--- src/istc_pkg.sv ---
// shared types, constants and helper functions of the imu still / turn classifier
// no dependencies; imported by every module of the block
`timescale 1ns / 1ps

package istc_pkg;

	localparam int SAMPLE_BITS        = 16;
	localparam int AXES               = 6;
	localparam int GYRO_BASE          = 3;
	localparam int GYROS              = 3;
	localparam int INC_W              = 32;
	localparam int DEV_W              = 31;
	localparam int NRG_W              = 48;
	localparam int WGT_W              = 17;
	localparam int DEFAULT_COUNT_BITS = 16;

	localparam int CFG_IDX_W  = 3;
	localparam int CFG_DATA_W = 48;

	localparam logic [CFG_IDX_W-1:0] CFG_SAMPLE_PERIOD     = 3'd0;
	localparam logic [CFG_IDX_W-1:0] CFG_ALPHA_STILL       = 3'd1;
	localparam logic [CFG_IDX_W-1:0] CFG_ALPHA_TURN        = 3'd2;
	localparam logic [CFG_IDX_W-1:0] CFG_ACCEL_LIMIT       = 3'd3;
	localparam logic [CFG_IDX_W-1:0] CFG_GYRO_LIMIT        = 3'd4;
	localparam logic [CFG_IDX_W-1:0] CFG_TURN_LIMIT        = 3'd5;
	localparam logic [CFG_IDX_W-1:0] CFG_TURN_COUNT_NEEDED = 3'd6;

	localparam logic [15:0]      RST_SAMPLE_PERIOD     = 16'd328;
	localparam logic [WGT_W-1:0] ONE_Q16               = 17'h10000;
	localparam logic [15:0]      RST_TURN_COUNT_NEEDED = 16'd1;
	localparam logic [15:0]      HALF_Q16              = 16'h8000;

	typedef struct packed {
		logic signed [SAMPLE_BITS-1:0] accel_x;
		logic signed [SAMPLE_BITS-1:0] accel_y;
		logic signed [SAMPLE_BITS-1:0] accel_z;
		logic signed [SAMPLE_BITS-1:0] gyro_x;
		logic signed [SAMPLE_BITS-1:0] gyro_y;
		logic signed [SAMPLE_BITS-1:0] gyro_z;
	} sample_t;

	typedef struct packed {
		logic             is_still;
		logic             is_turning;
		logic             is_straight;
		logic [NRG_W-1:0] turn_energy;
	} result_t;

	typedef struct packed {
		logic [15:0]      sample_period;
		logic [WGT_W-1:0] alpha_still;
		logic [WGT_W-1:0] alpha_turn;
		logic [DEV_W-1:0] accel_limit;
		logic [DEV_W-1:0] gyro_limit;
		logic [NRG_W-1:0] turn_limit;
		logic [15:0]      turn_count_needed;
	} cfg_t;

	typedef struct packed {
		logic load;
		logic inc;
		logic sqr;
		logic mean;
		logic devmul;
		logic devupd;
		logic nrg;
		logic fin;
	} cmd_t;

	typedef struct packed {
		logic out_full;
	} stat_t;

	function automatic logic [WGT_W-1:0] weight(input logic [WGT_W-1:0] a);
		return (a > ONE_Q16) ? ONE_Q16 : a;
	endfunction

endpackage

--- src/istc_cfg.sv ---
// configuration register bank of the imu still / turn classifier
// depends on istc_pkg
`timescale 1ns / 1ps

module istc_cfg (
	input  logic                              clk,
	input  logic                              arst_n,
	input  logic                              wr_en,
	input  logic [istc_pkg::CFG_IDX_W-1:0]    wr_index,
	input  logic [istc_pkg::CFG_DATA_W-1:0]   wr_data,
	output istc_pkg::cfg_t                    cfg
);
	import istc_pkg::*;

	cfg_t cfg_q;

	always_ff @(posedge clk or negedge arst_n) begin
		if (!arst_n) begin
			cfg_q.sample_period     <= RST_SAMPLE_PERIOD;
			cfg_q.alpha_still       <= ONE_Q16;
			cfg_q.alpha_turn        <= ONE_Q16;
			cfg_q.accel_limit       <= '0;
			cfg_q.gyro_limit        <= '0;
			cfg_q.turn_limit        <= '0;
			cfg_q.turn_count_needed <= RST_TURN_COUNT_NEEDED;
		end else if (wr_en) begin
			unique case (wr_index)
				CFG_SAMPLE_PERIOD:     cfg_q.sample_period     <= wr_data[15:0];
				CFG_ALPHA_STILL:       cfg_q.alpha_still       <= wr_data[WGT_W-1:0];
				CFG_ALPHA_TURN:        cfg_q.alpha_turn        <= wr_data[WGT_W-1:0];
				CFG_ACCEL_LIMIT:       cfg_q.accel_limit       <= wr_data[DEV_W-1:0];
				CFG_GYRO_LIMIT:        cfg_q.gyro_limit        <= wr_data[DEV_W-1:0];
				CFG_TURN_LIMIT:        cfg_q.turn_limit        <= wr_data[NRG_W-1:0];
				CFG_TURN_COUNT_NEEDED: cfg_q.turn_count_needed <= wr_data[15:0];
				default: begin
				end
			endcase
		end
	end

	assign cfg = cfg_q;

endmodule

--- config.mk ---
export PLATFORM = sky130hd
export DESIGN_NAME = istc_cfg
export DESIGN_NICKNAME = d
export VERILOG_FILES = /design/src/istc_pkg.sv /design/src/istc_cfg.sv
export SDC_FILE = /design/constraint.sdc
export NUM_CORES = 1
export LEC_CHECK = 0
export ABC_AREA = 0
export BUFFER_PORTS_ARGS = -buffer_cell sky130_fd_sc_hd__buf_2
export CAP_MARGIN = 10
export CORE_UTILIZATION = 50
export DETAILED_ROUTE_END_ITERATION = 8
export GPL_ROUTABILITY_DRIVEN = 0
export PLACE_DENSITY_LB_ADDON = 0.12
export SLEW_MARGIN = 20
export SYNTH_ARGS = -nofsm -noshare
export SYNTH_HDL_FRONTEND = slang
export SYNTH_SLANG_ARGS = --single-unit
--- constraint.sdc ---
create_clock -name clk -period 0.8 [get_ports clk]
set_input_delay 0.04 -clock clk [delete_from_list [all_inputs] [get_ports clk]]
set_output_delay 0.04 -clock clk [all_outputs]
set_load 0.02 [all_outputs]
## Word-level counts from Yosys, hierarchy flattened

Index checks and enable logic that the tools add are counted.

| operators by class | value |
|---|---|
| eq/ne operators | 6 |
| reduce and logical (&&, ||, !) cells | 8 |

Operators with widths:

| cell | count |
|---|---|
| AND reduction 2 bit | 7 |
| == test 3 bit (second input constant) | 3 |
| == test 3 x 2 -> 1 bit (second input constant) | 2 |
| == test 3 x 1 -> 1 bit (second input constant) | 1 |
| zero test 3 bit | 1 |

| storage, ports and cells | value |
|---|---|
| register bits | 176 |
| input port bits | 54 |

## Depth between registers and ports, before layout

| depth | value |
|---|---|
| depth in word-level cells | 2 |
| depth in mapped cells | 5 |
| depth with buffers taken out | 2 |

## Worst setup path before layout

No wires, ideal clock.

| timing | value |
|---|---|
| path kind | input-to-reg |
| start point | input wr_index[1] in the netlist's numbering |
| end point | register cfg_q, in the netlist cfg[160] |
| setup time | 0.125 ns |
| data arrival time | 1.107 ns |
| path slack | -0.432 ns |
| stages | 4 |
| buffers on the path | 2 |
| path through | buf_6 -> nor4b_4 -> buf_6 -> mux2_4 |

| on the way | value |
|---|---|
| word-level cells in the longest chain between the ends | 2 |

Ends and longest elaborated chain:

| what | line | text |
|---|---|---|
| start: declaration | istc_cfg.sv:9 | `input logic [istc_pkg::CFG_IDX_W-1:0] wr_index,` |
| zero test 3 bit | istc_cfg.sv:27 | `unique case (wr_index)` |
| AND reduction 2 bit (no line) | n/a |  |
| end: declaration | istc_cfg.sv:15 | `cfg_t cfg_q;` |

Every way passes these cells.
A chain may end at the register's enable or synchronous reset.

## Worst setup path after layout

| timing | value |
|---|---|
| start point | register cfg_q, in the netlist cfg[159] |
| end point | output cfg[159] in the netlist's numbering |

RTL lines:

| what | line | text |
|---|---|---|
| end: declaration | istc_cfg.sv:11 | `output istc_pkg::cfg_t cfg` |

No word-level cell between the ends.

==> metrics.md <==
| Metric | Value |
|---|---|
| Status | `finished with violations` |
| Failing checks | `setup timing` |
| HPWL after detailed placement | `around 12000 um` |
| Peak supply drop | `~2300 uV` |
| Pre-Repair DR Iteration Count | `4` |
| Fraction of the mapped netlist area in simple logic gates | `under 10%` |
| Reg2reg start | `cfg[35]` |
| Slew @ Worst Pin | `around 0.32 ns` |
| FMAX | `865 MHz` |
| Dpl ws | `-0.486 ns` |
| Layout overhead on the synthesized area | `77.8%` |
| Post-layout util | `91.5%` |
| Synthesized-area fraction occupied by adder cells | `0%` |
| WL per Instance | `28.3 um` |
| Drt total wl | `between 20000 and 30000 um` |
| CP startpoint kind | `register` |
| Placed Cells | `between 700 and 800` |
| Gr usage total | `about a third` |
| DRT antenna net count | `0` |
| Die Y | `about 120 um` |
| Core ar. | `roughly 13000 um2` |
| GRT overflow | `0` |
| Async SR Flop Fraction | `100%` |
| Post-synth EDFFs | `0` |
| Avg Cell Area, Syn | `18.1 um2` |
| Via Count | `around 5400` |
| Final #Nets | `between 800 and 900` |
| R2R setup slack | `-0.19 ns` |
| DRC | `0` |
| Cell taking the most area after synthesis | `dfrtp_1` |
| Clk root buf | `clkbuf_16` |
| Synth top area share | `62.4%` |
| Die Span X | `~120 um` |
| H-tree depth | `4` |
| Final clock skew | `0 ns` |
| Relative max-transition margin | `78.6%` |
| Skew-Pair Late Insertion Delay | `between 0.4 and 0.5 ns` |
| Final WS setup | `-0.356 ns` |
| Yosys warnings | `0` |
| I/O Pins | `230` |
| R2R depth | `2` |
| Synth Area in XOR/XNOR | `0%` |
| First-pass GRT wire length | `approximately 34000 um` |
| RR Endpoint | `cfg[35]` |
| Peak fanout along the critical path | `2` |
| Critical path type | `reg2out` |
| Synth top area cells | `dfrtp_1 62%, mux2_2 21%, mux2_4 11%` |
| Die area | `about 14000 um2` |
| Initial antenna violation count | `1` |
| Largest net degree at the start of global routing | `between 50 and 60` |
| Largest register FFs | `approximately 180` |
| Syn Nets | `approximately 430` |
| Final Max Tran Viols | `0` |
| Netlist cell types | `11` |
| Number of global-route vias before repair | `5677` |
| CTS Buf Count | `17` |
| Post-synth top cells | `170 x dfrtp_1, 126 x mux2_2, 50 x mux2_4, 10 x buf_2, 8 x buf_6` |
| Final Critical Period | `~1.2 ns` |
| Flops & latches, synth | `approximately 180` |
| Worst-path cell chain | `buf_6` |
| Layout cell share with drive strength beyond 1 | `72.5%` |
| Most common cell in the netlist | `dfrtp_1` |
| Critical path's top delay family | `flip-flops` |
| Initial core utilization | `around half` |
| Mux contribution to synthesized area | `roughly a third` |
| DR iter-0 viols | `approximately 340` |
| Final setup fails | `317` |
| Predominant post-synthesis flop cell | `dfrtp_1` |
| Slowest library cell on the worst path | `dfstp_2` |
| Routed vias/inst | `around 5.5` |
| TritonCTS sink count | `176` |
| MaxCap Viol Count | `0` |
| Synth Area in Compound Gates | `0%` |
| Hold Vio Cnt, Final | `0` |
| Crit path DAT | `1.12 ns` |
| CTS tree | `done` |
| Fill count | `430` |
| Post-route insts no fill | `981` |
| Area of the mapped netlist | `6820 um2` |
| Cell row count | `42` |
| Hold WC Path Type | `in2async` |
| PD cells | `just under 3000 nW/um2` |
| CP endpoint kind | `output port` |
| Cell leakage power | `around 6 nW` |
| CTS clk-pin slew, worst paths | `0.06 ns` |
| Worst path max stage delay | `0.56 ns` |
| Main combinational cell family by area after synthesis | `multiplexers` |
| WHS | `roughly 0.083 ns` |
| IO buf count | `229` |
| Post-synthesis sequential area ratio | `between 60% and 70%` |
| Unrepaired setup endpoints after global routing | `true` |
| Tcrit/Tclk final | `144%` |
| Sum of buffers and inverters on the critical path | `1` |
| Required time worst endpoint | `around 0.76 ns` |
| Cells after synthesis | `around 380` |
| Max clock buf depth | `2` |
-- power by group --
part / internal [mW] / switching [mW] / total [mW]
clock network: 4.76 / 3.71 / 8.47
registers: 10.9 / 2.08 / 13.0
logic: 8.15 / 5.69 / 13.8
total: 23.8 / 11.5 / 35.3
-- what timing repair did --
item | 4_1_cts | 5_1_grt
gates cloned | 4 | 1
pin swaps | 0 | 2
buffers inserted | 77 | 27
setup endpoints to repair | 223 | 299
hold buffers | 49 | 0
hold endpoints to repair | 343 | 0
resized for setup | 376 | 87
-- logic make-up after synthesis --
logic type / Yosys count
mux: 176
flops: 176
simple gates: 7
buf+inv: 18
-- layout by cell type, fill, tap and decap left out --
cell type	instances
clkinv_4	1
clkinvlp_4	3
buf_8	1
buf_6	254
clkbuf_1	3
bufinv_16	2
buf_12	11
and4bb_4	3
buf_16	2
dlygate4sd3_1	49
mux2_2	32
clkbuf_4	1
mux2_4	144
buf_4	42
buf_2	50
bufbuf_16	1
clkbuf_16	18
nand4b_2	1
nand4b_1	2
diode_2	2
dfrtp_1	167
dfrtp_2	3
nor4b_4	1
clkbuf_8	2
dfstp_2	6
clkinv_2	4
-- how the worst max path moves through the flow --
stage                      from       end  slack (ns)  cells past startpoint
global route           cfg[159]  cfg[159]       -0.37                      1
CTS                    cfg[166]  cfg[166]       -0.33                      1
global placement    wr_index[0]  cfg[151]       -0.45                      5
detailed placement  wr_index[1]  cfg[131]       -0.49                      5
floorplan           wr_index[1]  cfg[160]       -0.43                      4
finish                 cfg[159]  cfg[159]       -0.36                      1
-- metrics by stage --
stage	setup TNS (ns)	area (um2)	power, mW
after floorplan	-41.96	7180	17.2
after global placement	-64.20	8660	20.2
after detailed placement	-70.74	8660	20.4
after CTS	-43.90	11600	32.8
after global routing	-57.26	12100	36.2
final	-52.77	12100	35.3
-- routing by layer --
metal,GRT usage (%),up-vias,wire length [um]
met4,12.9,0,1290
met1,39.6,2833,10300
met5,0,-,0
li1,-,2164,-
met3,8.88,99,1900
met2,56.0,335,14300
-- area by class of cell --
type                    instances  area (um2)  area share [%]
flip-flops and latches        176        4420            36.4
repair buffers                412        4270            35.3
multi-input cells             183        2630            21.7
clock buffers                  22         464            3.83
well taps                     176         220            1.82
clock inverters                10         111           0.919
diodes                          2        5.00          0.0413
Power figures use the tool's default switching activity.
