$ cat src/istc_pkg.sv
// shared types, constants and helper functions of the imu still / turn classifier
// no dependencies; imported by every module of the block
`timescale 1ns / 1ps

package istc_pkg;

	localparam int SAMPLE_BITS        = 16;
	localparam int AXES               = 6;
	localparam int GYRO_BASE          = 3;
	localparam int GYROS              = 3;
	localparam int INC_W              = 32;
	localparam int DEV_W              = 31;
	localparam int NRG_W              = 48;
	localparam int WGT_W              = 17;
	localparam int DEFAULT_COUNT_BITS = 16;

	localparam int CFG_IDX_W  = 3;
	localparam int CFG_DATA_W = 48;

	localparam logic [CFG_IDX_W-1:0] CFG_SAMPLE_PERIOD     = 3'd0;
	localparam logic [CFG_IDX_W-1:0] CFG_ALPHA_STILL       = 3'd1;
	localparam logic [CFG_IDX_W-1:0] CFG_ALPHA_TURN        = 3'd2;
	localparam logic [CFG_IDX_W-1:0] CFG_ACCEL_LIMIT       = 3'd3;
	localparam logic [CFG_IDX_W-1:0] CFG_GYRO_LIMIT        = 3'd4;
	localparam logic [CFG_IDX_W-1:0] CFG_TURN_LIMIT        = 3'd5;
	localparam logic [CFG_IDX_W-1:0] CFG_TURN_COUNT_NEEDED = 3'd6;

	localparam logic [15:0]      RST_SAMPLE_PERIOD     = 16'd328;
	localparam logic [WGT_W-1:0] ONE_Q16               = 17'h10000;
	localparam logic [15:0]      RST_TURN_COUNT_NEEDED = 16'd1;
	localparam logic [15:0]      HALF_Q16              = 16'h8000;

	typedef struct packed {
		logic signed [SAMPLE_BITS-1:0] accel_x;
		logic signed [SAMPLE_BITS-1:0] accel_y;
		logic signed [SAMPLE_BITS-1:0] accel_z;
		logic signed [SAMPLE_BITS-1:0] gyro_x;
		logic signed [SAMPLE_BITS-1:0] gyro_y;
		logic signed [SAMPLE_BITS-1:0] gyro_z;
	} sample_t;

	typedef struct packed {
		logic             is_still;
		logic             is_turning;
		logic             is_straight;
		logic [NRG_W-1:0] turn_energy;
	} result_t;

	typedef struct packed {
		logic [15:0]      sample_period;
		logic [WGT_W-1:0] alpha_still;
		logic [WGT_W-1:0] alpha_turn;
		logic [DEV_W-1:0] accel_limit;
		logic [DEV_W-1:0] gyro_limit;
		logic [NRG_W-1:0] turn_limit;
		logic [15:0]      turn_count_needed;
	} cfg_t;

	typedef struct packed {
		logic load;
		logic inc;
		logic sqr;
		logic mean;
		logic devmul;
		logic devupd;
		logic nrg;
		logic fin;
	} cmd_t;

	typedef struct packed {
		logic out_full;
	} stat_t;

	function automatic logic [WGT_W-1:0] weight(input logic [WGT_W-1:0] a);
		return (a > ONE_Q16) ? ONE_Q16 : a;
	endfunction

endpackage

$ cat src/istc_ctrl.sv
// sequencer of the imu still / turn classifier, steps the datapath once per sample
// depends on istc_pkg
`timescale 1ns / 1ps

module istc_ctrl (
	input  logic           clk,
	input  logic           arst_n,
	input  logic           sample_valid,
	output logic           sample_stall,
	input  logic           result_stall,
	input  istc_pkg::stat_t stat,
	output istc_pkg::cmd_t  cmd
);
	import istc_pkg::*;

	typedef enum logic [7:0] {
		S_IDLE   = 8'b0000_0001,
		S_INC    = 8'b0000_0010,
		S_SQR    = 8'b0000_0100,
		S_MEAN   = 8'b0000_1000,
		S_DEVMUL = 8'b0001_0000,
		S_DEVUPD = 8'b0010_0000,
		S_NRG    = 8'b0100_0000,
		S_FIN    = 8'b1000_0000
	} state_t;

	state_t state_q;
	state_t state_next;
	logic   slot_free;

	assign slot_free = !stat.out_full || !result_stall;

	always_comb begin
		state_next = state_q;
		unique case (state_q)
			S_IDLE:   if (sample_valid) state_next = S_INC;
			S_INC:    state_next = S_SQR;
			S_SQR:    state_next = S_MEAN;
			S_MEAN:   state_next = S_DEVMUL;
			S_DEVMUL: state_next = S_DEVUPD;
			S_DEVUPD: state_next = S_NRG;
			S_NRG:    state_next = S_FIN;
			S_FIN:    if (slot_free) state_next = S_IDLE;
			default:  state_next = S_IDLE;
		endcase
	end

	always_ff @(posedge clk or negedge arst_n) begin
		if (!arst_n) begin
			state_q <= S_IDLE;
		end else begin
			state_q <= state_next;
		end
	end

	assign sample_stall = (state_q != S_IDLE);

	always_comb begin
		cmd        = '0;
		cmd.load   = (state_q == S_IDLE) && sample_valid;
		cmd.inc    = (state_q == S_INC);
		cmd.sqr    = (state_q == S_SQR);
		cmd.mean   = (state_q == S_MEAN);
		cmd.devmul = (state_q == S_DEVMUL);
		cmd.devupd = (state_q == S_DEVUPD);
		cmd.nrg    = (state_q == S_NRG);
		cmd.fin    = (state_q == S_FIN) && slot_free;
	end

endmodule

$ cat config.mk
export PLATFORM = sky130hd
export DESIGN_NAME = istc_ctrl
export DESIGN_NICKNAME = d
export VERILOG_FILES = /design/src/istc_pkg.sv /design/src/istc_ctrl.sv
export SDC_FILE = /design/constraint.sdc
export NUM_CORES = 1
export LEC_CHECK = 0
export CORE_AREA = 2 2 39 41
export CTS_BUF_LIST = sky130_fd_sc_hd__clkbuf_4 sky130_fd_sc_hd__clkbuf_8
export DETAILED_ROUTE_END_ITERATION = 10
export DIE_AREA = 0 0 41 43
export DONT_BUFFER_PORTS = 1
export GPL_ROUTABILITY_DRIVEN = 0
export HOLD_SLACK_MARGIN = 0.06
export PLACE_DENSITY = 0.58
export SLEW_MARGIN = 20
export SYNTH_ARGS = -nofsm -noshare
export SYNTH_HDL_FRONTEND = slang
export SYNTH_SLANG_ARGS = --single-unit
export TNS_END_PERCENT = 50
$ cat constraint.sdc
create_clock -name clk -period 2.1 [get_ports clk]
set_input_delay 0.315 -clock clk [delete_from_list [all_inputs] [get_ports clk]]
set_output_delay 0.315 -clock clk [all_outputs]
set_load 0.05 [all_outputs]
# == Word level (Yosys, flattened, before mapping) ==
# Index checks and enable logic that the tools add are counted.
# op_classes
n_eq_ne,11
n_mux,3
n_reduce_logical,6
# ops
op,count
8-bit one-hot mux with 8 select lines,1
8-bit two-way mux,2
8-bit by 1-bit == test with 1-bit output (second input constant),1
8-bit by 2-bit == test with 1-bit output (second input constant),1
8-bit by 3-bit == test with 1-bit output (second input constant),1
8-bit by 4-bit == test with 1-bit output (second input constant),1
8-bit by 5-bit == test with 1-bit output (second input constant),1
8-bit by 6-bit == test with 1-bit output (second input constant),1
8-bit by 7-bit == test with 1-bit output (second input constant),1
8-bit == test (second input constant),1
8-bit by 1-bit != test with 1-bit output (second input constant),1
2-bit != test (second input constant),2
1-bit logical AND,2
1-bit zero test,2
2-bit AND reduction,1
1-bit logical OR,1
# totals
regBits,8
in_bits,5
output_inout_bits,9
wordCells,21

# == Depth between registers and ports, before layout ==
# Gate-level depths: netlist of the first run.
# logic_depth
depth_word,4
depth_mapped,5
ltp_nobuf,4

# == Least setup slack after synthesis of the first run ==
# Ideal clock, no wire load.
# synth_path
path_type,flip-flop to output port
startpoint,reg state_q[4]
endpoint,out cmd[4] (netlist name)
arrival_time_ps,2098
t_required_ps,1785
slack_ps,-313
path_stages_with_launch,4
path_buffers,0
path_cell_list,dfrtp_1 -> nor4_4 -> nand2_1 -> nor3b_1
# synth_rtl
item,line,text
start: declaration,istc_ctrl.sv:27,state_t state_q;
start signal: assignment,istc_ctrl.sv:52,state_q <= state_next;
end: declaration,istc_ctrl.sv:12,output istc_pkg::cmd_t cmd

==> results.txt, run 1 <==
The required time of the critical path came out at 1.78 ns. The worst-case IR drop observed on VDD is 0.8585 mV. In this run the tightest slew margin relative to its limit is ~66%. The layout filler cell count is ~130. The post-place instance area is around 620 um2. The most common cell after layout, fill and taps aside is buf_4. The total area inside the core boundary comes to approximately 0.0014 mm2. For this design, the sink count on the clock tree is 8. The number of buffers created by CTS came out at 3. The iteration-0 DRC count of the detailed router came out at 7.

The area share of the largest cell type after synthesis came out at about a third. The synthesized-area fraction occupied by ao, oa, aoi and oai cells is 12.68%. Measured along the x axis, the die boundary spans between 40 and 50 um. The register with the most flip-flops in the layout has 8 of them. The number of port buffers is 0. Counting along the longest clock path gives a buffer depth of 2.

The run finished with clean final reports. The clock network burns 17.3% of the power. In the layout the commonest cells are buf_4 (10), nor2_1 (7), dfrtp_1 (6).

The upper clock frequency limit came out at between 400 and 500 MHz. By area the synthesized netlist is led by dfrtp_1 (33%), nor3b_1 (5.6%), a2111oi_4 (5.2%). The layout overhead on the synthesized area came out at 27.70%. The synthesized-area fraction occupied by xor and xnor cells is 1.643%. The initial standard-cell utilization of the core is roughly 39%. The area taken by flip-flops and latches came out at roughly 200 um2. The number of global-route vias before repair is 381. The worst setup path is of the flop to output pin kind. Across all hold checks on the routed design, the worst slack comes to around 0.22 ns. The area fraction in and, or, nand and nor cells after synthesis is 42.25%. The number of unique standard cell types used by synthesis came out at 27. The final critical path takes up 96.89% of the cycle. The adder-cell area share of the yosys netlist is 0%. In this run the power density over the cells is around 1200 mW/mm2. The largest registers in the layout are state_q (8).

The total internal power came out at between 400 and 500 uW. The area of the die is between 0.0015 and 0.002 mm2. The total leakage power is 0.3006 nW. The maximum fanout along the worst path is 7. The first-pass GRT wire length came out at 1580 um.

The count of nets left with antenna violations once routing finished came out at 0. The clock latency at the later pin of the worst-skew pair is roughly 0.26 ns. Ranked by flip-flop count, first place goes to state_q. The class of the tightest hold or removal check is input pin to flop. The number of antenna violations at the first check in global routing came to 0. The number of violations of the max-capacitance limit came out at 0. Counting every instance in the synthesized netlist gives 51. The vertical die dimension came out at ~43 um.

The top cell type by total area after synthesis is dfrtp_1. At the end of the flow, the number of nets in the layout was between 70 and 80. The fraction of synthesized area in multiplexers came out at 0%. The number of I/O pins is 14.

The overall fraction of global-route tracks in use came out at 13.34%. After routing the design area is about 700 um2. The wire length reported by the detailed router came out at ~980 um.

The maximum number of pins on one net before global-route repair came out at 9. STA classifies the critical path startpoint as a flop. During synthesis, Yosys emitted a total of 0 warnings.

The number of core rows came out at 14. The mean instance size in the synthesized netlist is 10.45 um2. The synthesized cell area came out at about 530 um2.

The worst setup skew after layout came out at 0.01689 ns. The switching fraction of total power is 45.71%. The number of H-tree branching levels is 1. The fraction of layout cells with a size suffix above 1 came out at between 40 and 50%. The switching power came out at 364.5 uW.

The total congestion overflow after global routing came out at 0. The endpoint type of the worst setup path is an output pin. TritonCTS built the clock tree. The number of max-slew violations in the final report is 0. The area of the multi-input gates came out at 311.5 um2. The summed negative setup slack over all endpoints is 0 ns. The power consumption came out at between 700 and 800 uW. The register area share after synthesis came out at 37.79%. In this design, the stage delay of the slowest critical-path cell is 0.54 ns. The register bit count reported by yosys came out at 8. At the pin with the least slew margin, the transition time is approximately 0.51 ns. After detailed routing, the number of vias per cell comes to 5.296. Walking the worst path, the cells encountered are buf_4 > nor3_1 > and3_1. After synthesis, the largest family of logic cells by area is simple AND/OR/NAND/NOR gates. The count of antenna diodes in the layout is 0. The number of hold-slack violations in the final timing report came out at 0. On the critical path, the stage with the largest delay is an instance of and3_1. In this design, the largest share of critical-path delay is due to simple AND/OR/NAND/NOR gates. Counting every net in the synthesized netlist gives 56. The final number of setup-violating endpoints came out at 0. The clock-pin slew reported for the worst setup and hold paths after clock tree synthesis is around 0.06 ns. The signal arrival time at the worst endpoint is 1.72 ns. The relative contribution of sequential cells to total power is between 20% and 30%. The routed via count is between 400 and 500. The iteration count of the initial detailed-routing pass came out at 4.

After layout, the minimum clock period comes to between 2 and 2.5 ns. The number of buffers and inverters on the critical path is 1. The portion of total power attributed to combinational logic is 53.3%. The detailed placement HPWL came out at approximately 700 um. In the routed design, unresolved DRC markers number 0. The routed length per instance came out at approximately 12 um. The tree is rooted in a clkbuf_4.
through the flow:
stage	setup WS (ns)	cells	utilization, %
after CTS	0.05915	79	48.10
after global placement	0.2194	74	45.12
after detailed placement	0.2034	74	45.12
after global routing	-0.04154	81	49.19
after floorplan	-0.3123	51	-
final	0.06535	81	49.19
metal layers:
metal	up-vias	GRT usage, %	wire length, um
met5	-	0	0
met4	0	5.333	0
met3	0	6.283	74
met2	16	16.56	495
met1	199	19.53	408
li1	214	-	-
power by group through the flow:
stage                     Combinational, mW  Clock (mW)  Sequential [mW]
final                                 0.425       0.138            0.234
after global routing                  0.468       0.151            0.238
after CTS                             0.421       0.144            0.232
after detailed placement              0.418           0            0.233
after global placement                0.413           0            0.232
after floorplan                       0.356           0            0.217
timing repair:
item	4_1_cts	5_1_grt
gates cloned	0	0
pin swaps	2	1
resized for setup	1	0
hold buffers	1	0
endpoints found under the hold margin	8	0
buffers inserted	0	2
endpoints found under the setup margin	1	2
kinds of logic after synthesis:
| logic type | Yosys count |
|---|---|
| flip-flops | 8 |
| buffers and inverters | 5 |
| AO/OA/AOI/OAI | 8 |
| AND/OR/NAND/NOR | 29 |
| XOR/XNOR | 1 |
synthesized netlist by cell type (all sizes together):
cell / n
dfrtp: 7
a31oi: 1
xor2: 1
nor3b: 4
a21oi: 1
dfstp: 1
a2111oi: 1
nor3: 1
nor2b: 2
or3: 1
and4b: 3
o21ai: 4
and3: 2
nor2: 9
nand2b: 1
o311ai: 1
nand3b: 1
nand2: 3
inv: 3
nor4: 1
nand4b: 1
buf: 2
worst paths after layout:
check                      slack, ns         end          from  cells past startpoint
min                             0.22  state_q[1]  sample_valid                      2
max                             0.07      cmd[6]    state_q[2]                      3
min reg2reg                     0.62  state_q[2]    state_q[1]                      1
max in group asynchronous       1.40  state_q[0]        arst_n                      1
max reg2reg                     0.34  state_q[0]    state_q[6]                      6
min in group asynchronous       0.39  state_q[3]        arst_n                      1
layout make-up:
class                   instances  share of cell area, %
flip-flops and latches          8                  29.78
repair buffers                 12                  15.44
clock buffers                   4                  4.412
multi-input cells              38                  45.77
well taps                      16                  2.941
inverters                       3                  1.654
No activity file was read; power rests on OpenSTA's default activity.
==> run 2: changes to the inputs <==
- ABC_AREA: not set -> 1
- PLACE_DENSITY: 0.58 -> 0.6
==> run 2 against run 1 <==
Count of clock-buffer cells in the layout did not move. Hold slack improved by 0.0055 ns. Critical path depth rose by 2. Non-clock buffer count fell by 8. Sequential share of layout area rose by 1.6 points. First-iteration DRC count fell by 14%. Area after synthesis rose by 4.9%. Total power rose by 8.6%. Clock skew fell by 0.0035 ns. Clock power barely moved. Synthesized cell count rose by 49%. Critical path type unchanged. Critical endpoint is now cmd[7]. Highest routed layer is now met4.
==> results.txt, run 2 <==
The run finished with clean final reports. The final worst-path setup slack is slightly below 0.3 ns. Dividing the detail-routed via count by the number of cells gives about 4.4. The largest registers in the layout are state_q (8). The time the final worst path needs with I/O delays and setup is 1.805 ns.

Buffers placed on the I/O ports in this run total 0. The layout filler cell count came out at 148. The worst slack after detailed placement is roughly 0.56 ns.

The synthesized cell area is 559.3 um2. For this design the static power due to leakage is 0.4070 nW. At the worst endpoint, the arrival time is around 1.5 ns. Leaving out fill and tap cells, the most frequent cells in the layout are inv_1 (16), nand2_1 (14), nor2_1 (10). The die covers ~0.0018 mm2. The number of violations of the max-capacitance limit came out at 0. The detailed router placed ~440 vias in this run. TritonCTS built the clock tree. The count of antenna diodes in the layout came out at 0.

The most used flip-flop cell after synthesis is dfrtp_1. The clock reaches the later pin of the worst-skew pair after roughly 0.26 ns. The clock net sink count is 8. The number of antenna violations at the first check in global routing was 0.

The number of core rows came out at 14. Among all stages on the critical path, the largest delay is contributed by dfstp_2. The first-pass GRT wire length is ~1700 um.

The register area share after synthesis came out at 36.02%. The number of warnings issued by yosys is 0. The count of antenna-violating nets left after detailed routing is 0. More flip-flops sit in one register than any other, and that register is state_q. Overall power consumption after layout is estimated at a little under 900 uW.

Before antenna repair, the detailed router went through 4 iterations. The register bit count reported by yosys came out at 8. The number of max-slew violations in the final report came out at 0.

The share of synthesized registers carrying an async set or reset is 100.0%. The initial standard-cell utilization of the core is around two fifths. The clock-pin slew reported for the worst setup and hold paths after clock tree synthesis is 0.06 ns.

Dividing the final minimum period by the clock period gives between 80% and 90%. The routed length per instance came out at 9.820 um. The critical path startpoint category is a flop. The post-synthesis net count came out at between 80 and 90. For this design the top-level I/O count stands at 14. The commonest cells after synthesis are inv_1 (16), nand2_1 (14), nor2_1 (10), nand2_2 (8), dfrtp_1 (7).

The maximum number of pins on one net before global-route repair came out at 9. The post-route netlist has about two fifths of its cells at a drive strength greater than 1. Across the VDD grid, the largest voltage drop is between 0.7 and 0.8 mV.

The library cell used most frequently in the layout, excluding fill and tap cells, is inv_1. The core box area came out at roughly 0.0014 mm2. The post-CTS setup buffer count is 0. The slew at the pin closest to its max-slew limit is between 0.4 and 0.5 ns. The mean instance size in the synthesized netlist is ~7.4 um2. The worst hold path belongs to the class input pin to flop. The worst setup path is of the flop to output pin kind. The post-layout net count is 90. The total congestion overflow after global routing came out at 0.

From synthesis to final layout, the design area changed by 14.77%. The number of enable-type register cells in the synthesized netlist came out at 0. The upper clock frequency limit is roughly 550 MHz. The clock passes through at most 2 buffers. The power density over the cells is around 1300 mW/mm2. Setup repair after global routing left no endpoint under its margin. The cell count after synthesis came out at 76.

Synthesis instantiated 17 different standard cells from the library. The top cell type by total area after synthesis is dfrtp_1. The number of buffers created by CTS came out at 3. The maximum fanout along the worst path is 4.

The headroom to the max-slew limit came out at a little over 70%. Clock skew on the completed layout was measured at approximately 0.013 ns. The number of hold-slack violations in the final timing report came out at 0. The summed negative setup slack over all endpoints is 0 ns. Traced cell by cell, the critical path runs through nand2_2 > nor2_4 > nand2_4 > nor2_1 > buf_4. The number of global-route vias before repair is 434. CTS built an H-tree with a depth of 1. The final number of setup-violating endpoints came out at 0. The required time of the critical path came out at 1.78 ns.

The wire length reported by the detailed router came out at slightly below 1000 um. STA classifies the critical path endpoint as an output pin. The vertical die dimension is ~43 um. Ranked by total cell area, the synthesized netlist is headed by dfrtp_1 (31%), inv_1 (11%), nand2_1 (9.4%).

The clock tree root buffer cell is clkbuf_4. The library cell with the highest instance count after synthesis is inv_1. The largest single stage delay on the critical path is around 0.56 ns. The register with the most flip-flops in the layout has 8 of them. The die extent in x came out at 41 um. The area share of the largest cell type after synthesis is 31.32%. The overall fraction of global-route tracks in use is 15.39%.

For this run, design rule violations remaining after detail routing come to 0. The detailed placement HPWL is approximately 840 um. The share of the core filled with cells came out at a little under half. In this run, the number of DRC markers left after iteration 0 of detailed routing was 6.
run 2: changes by cell type after synthesis, moves of 3 or more:
cell / previous run / this run
nor3b_1: 4 / 0
inv_2: 0 / 4
nor2_1: 7 / 10
inv_1: 3 / 16
nand2_1: 2 / 14
nand2_2: 0 / 8
o21ai_0: 4 / 0
nor2_2: 1 / 4
run 2: repair_timing:
action	CTS	global route
endpoints found under the hold margin	8	0
hold buffers	1	0
resized for setup	0	0
run 2: final cells by class:
cell class	count	area (um2)	area share [%]
clock buffer	4	30.03	4.678
inverter	21	81.33	12.67
multi-input combinational	47	276.5	43.08
sequential	8	201.4	31.38
tap	16	20.02	3.119
timing repair buffer	4	32.53	5.068
run 2: cells by family after synthesis:
logic type	after synthesis	share of synthesized area [%]
buffers and inverters	21	14.54
AND/OR/NAND/NOR	47	49.44
flip-flops	8	36.02
run 2: where the power goes:
group | switching [mW] | total, mW | internal, mW
sequential | 0.0280 | 0.220 | 0.192
combinational | 0.352 | 0.506 | 0.153
clock | 0.0545 | 0.140 | 0.0857
total | 0.435 | 0.866 | 0.431
run 2: per-layer routing:
layer	GRT usage, %	share of wire [%]	up-vias
met2	21.56	52	13
met5	0	0	-
met3	3.141	3.1	2
li1	-	-	232
met1	18.58	43	196
met4	14.00	2.2	0
run 2: stage by stage:
step | hold WS [ns] | instance area [um2] | std cells
floorplan | 0.01941 | 559.3 | 76
global placement | 0.01955 | 601.8 | 95
detailed placement | 0.01955 | 601.8 | 95
CTS | 0.2314 | 641.9 | 100
global route | 0.2619 | 641.9 | 100
finish | 0.2303 | 641.9 | 100
run 2: critical path, delay by kind of cell (launching register included):
family        cells  cell delay [ns]
flops             1             0.56
simple gates      4             0.48
buf+inv           1             0.20
run 2: path summary, 6_finish.rpt:
path	start	endpoint	slack [ns]	depth (start not counted)
max	state_q[0]	cmd[7]	0.29	5
min	sample_valid	state_q[1]	0.23	2
max reg2reg	state_q[0]	state_q[0]	0.86	7
min reg2reg	state_q[1]	state_q[2]	0.60	2
max in group asynchronous	arst_n	state_q[0]	1.39	1
min in group asynchronous	arst_n	state_q[2]	0.39	1
==> run 3: changes to the inputs <==
- clock period: 2.1 -> 1.8 ns (I/O delays scaled with it)
==> run 3 against run 2 <==
Register-to-register slack got worse by 0.29 ns. Sequential share of layout area fell by 0.30 points. Sequential power up 16%. Critical endpoint unchanged. Critical path depth is the same. Largest power group unchanged. Core utilization is 0.45 points higher. Highest routed layer unchanged. Largest cell class unchanged.
==> results.txt, run 3 (synthesis results as in run 2) <==
The first-pass GRT wire length is approximately 1600 um. After the first detailed-routing iteration, the DRC count stood at 11. The clock latency at the later pin of the worst-skew pair came out at 0.26 ns. For this run, the number of standard cells in the final layout without fillers is 100.

The number of global-route vias before repair was approximately 420. The peak ir drop on the vdd network is around 0.9 mV. The wire length reported by the detailed router came out at approximately 1000 um.

The slew at the pin closest to its max-slew limit came out at around 0.42 ns. The number of core rows is 14. The vertical die dimension came out at 43 um. The iteration count of the initial detailed-routing pass came out at 4. In the final layout, the registers with the most flip-flops are state_q (8). In the layout the commonest cells are inv_1 (16), nand2_1 (14), nor2_1 (9).

The count of antenna-violating nets left after detailed routing is 0. The detailed-route vias per instance came out at 4.640. The upper clock frequency limit came out at roughly 580 MHz.

Detailed placement ended at an HPWL of 863.3 um. The initial standard-cell utilization of the core came out at between 40% and 50%. The number of hold-slack violations in the final timing report is 0. The clock-pin slew reported for the worst setup and hold paths after clock tree synthesis came out at ~0.060 ns. Entering global routing, the biggest net connects 9 pins. The number of max-slew violations in the final report came out at 0. Global routing used 15.06% of the available tracks. Clock tree synthesis selected as its root buffer the cell clkbuf_4. The area taken by flip-flops and latches is approximately 200 um2. The post-layout net count is 90. The worst path needs about 1.7 ns of the cycle, external delays included.

TritonCTS built the clock tree. The endpoint identified for the worst register-to-register timing path is state_q[0]. The number of buffers created by CTS came out at 3. The min-delay analysis places its worst path in the category input pin to flop. The multi-input combinational cells in the finished layout cover a total of 279.0 um2. The signal arrival time at the worst endpoint is roughly 1.5 ns. The cell depth of the worst flop-to-flop path came out at 7. The worst setup skew after layout came out at 0.006364 ns. The number of port buffers came out at 0. The global-route track usage on met2 is a little over a fifth. More flip-flops sit in one register than any other, and that register is state_q.

The number of antenna violations at the first check in global routing is 0. The routed length per instance is between 10 and 15 um. The clock tree buffer depth came out at 2. After filler insertion, the fill cell instance count of the layout stands at ~140. The worst setup path is launched from a flop. The reg2reg setup slack is 0.57 ns. Compared with the post-synthesis result, the final layout area differs by 15.88%.

The flow ran to the end, and the final reports show no timing, DRC or antenna violations. By startpoint and endpoint, the worst setup path is classified as flop to output pin. The post-placement cell count is 95. Setup repair after global routing left no endpoint under its margin. Setup violations remaining at the end of the flow were counted as 0. met2 is the most crowded layer. Dividing the final minimum period by the clock period gives a little over nine tenths.

Headroom to the max-slew limit came out at between 70% and 80%. The number of I/O pins came out at 14. The worst hold path begins at sample_valid. The endpoint type of the worst setup path is an output pin.

The launching point of the worst reg2reg path is state_q[0]. The number of violations of the max-capacitance limit is 0. The most common cell after layout, fill and taps aside is inv_1. The register with the most flip-flops in the layout has 8 of them. The core box area is 0.001384 mm2. The count of cells along the worst hold path is 2. The global routing usage on met3 came out at 3.141%.

0 antenna diodes ended up in the layout. The die extent in x came out at around 40 um. The end of the worst hold path is state_q[1]. The total leakage power is 0.4080 nW. The total congestion overflow after global routing is 0.

The area of the die is ~0.0018 mm2. The number of remaining DRC errors is 0. The maximum fanout along the worst path came out at 4.

The clock net sink count is 8. The number of H-tree branching levels came out at 1. The power density over the cells came out at between 1500 and 2000 mW/mm2. The fraction of layout cells with a size suffix above 1 came out at approximately two fifths. The routed via count is about 460.

The summed negative setup slack over all endpoints came out at 0 ns. The required time of the critical path is ~1.5 ns. In the global route stage, met1 resource usage came out at roughly 17%.
==> run 3: per-stage QoR <==
stage	hold slack (ns)	power, mW	setup WS (ns)	utilization [%]	area [um2]
after floorplan	-0.02559	0.7754	0.1573	-	561.8
after global placement	-0.02545	0.8427	0.3393	43.67	604.3
after detailed placement	-0.02543	0.8507	0.3337	43.67	604.3
after CTS	0.1979	1.024	0.04750	46.56	644.4
after global routing	0.1984	1.082	0.007864	46.84	648.1
final	0.2004	1.017	0.07225	46.84	648.1
==> run 3: worst max-delay path by stage <==
stage,from,to,cells after the start
global placement,state_q[0],cmd[7],5
global route,state_q[0],cmd[7],5
floorplan,state_q[1],cmd[0],5
detailed placement,state_q[0],cmd[7],5
finish,state_q[0],cmd[7],5
CTS,state_q[0],cmd[7],5
==> run 3: critical path, cell delays in order (launching register included) <==
cell and delay [ns]:
dfstp_2 0.55, nand2_2 0.07, nor2_4 0.14, nand2_4 0.15, nor2_2 0.13, buf_6 0.16
==> run 3: routing by layer <==
metal | vias to the layer above | share of wire (%) | wire length [um]
li1 | 233 | - | -
met1 | 214 | 41 | 422
met2 | 15 | 53 | 547
met3 | 2 | 4.5 | 47
met4 | 0 | 2.1 | 22
met5 | - | 0 | 0
==> run 3: power by group <==
part | total, mW | switching [mW] | internal [mW] | leakage, nW
sequential | 0.256 | 0.0322 | 0.224 | 0.107
combinational | 0.595 | 0.413 | 0.181 | 0.283
clock | 0.166 | 0.0659 | 0.100 | 0.0184
total | 1.02 | 0.511 | 0.506 | 0.408
==> run 3: what timing repair did <==
action / in CTS / in global routing
resized for setup: 0 / 1
setup endpoints to repair: 0 / 1
hold buffers: 1 / 0
setup buffers: 0 / 0
hold endpoints to repair: 8 / 0
==> run 3: cell type report <==
type / instances / area share [%]
tap: 16 / 3.089
timing repair buffer: 4 / 5.598
clock buffer: 4 / 4.633
sequential: 8 / 31.08
inverter: 21 / 12.55
multi-input combinational: 47 / 43.05
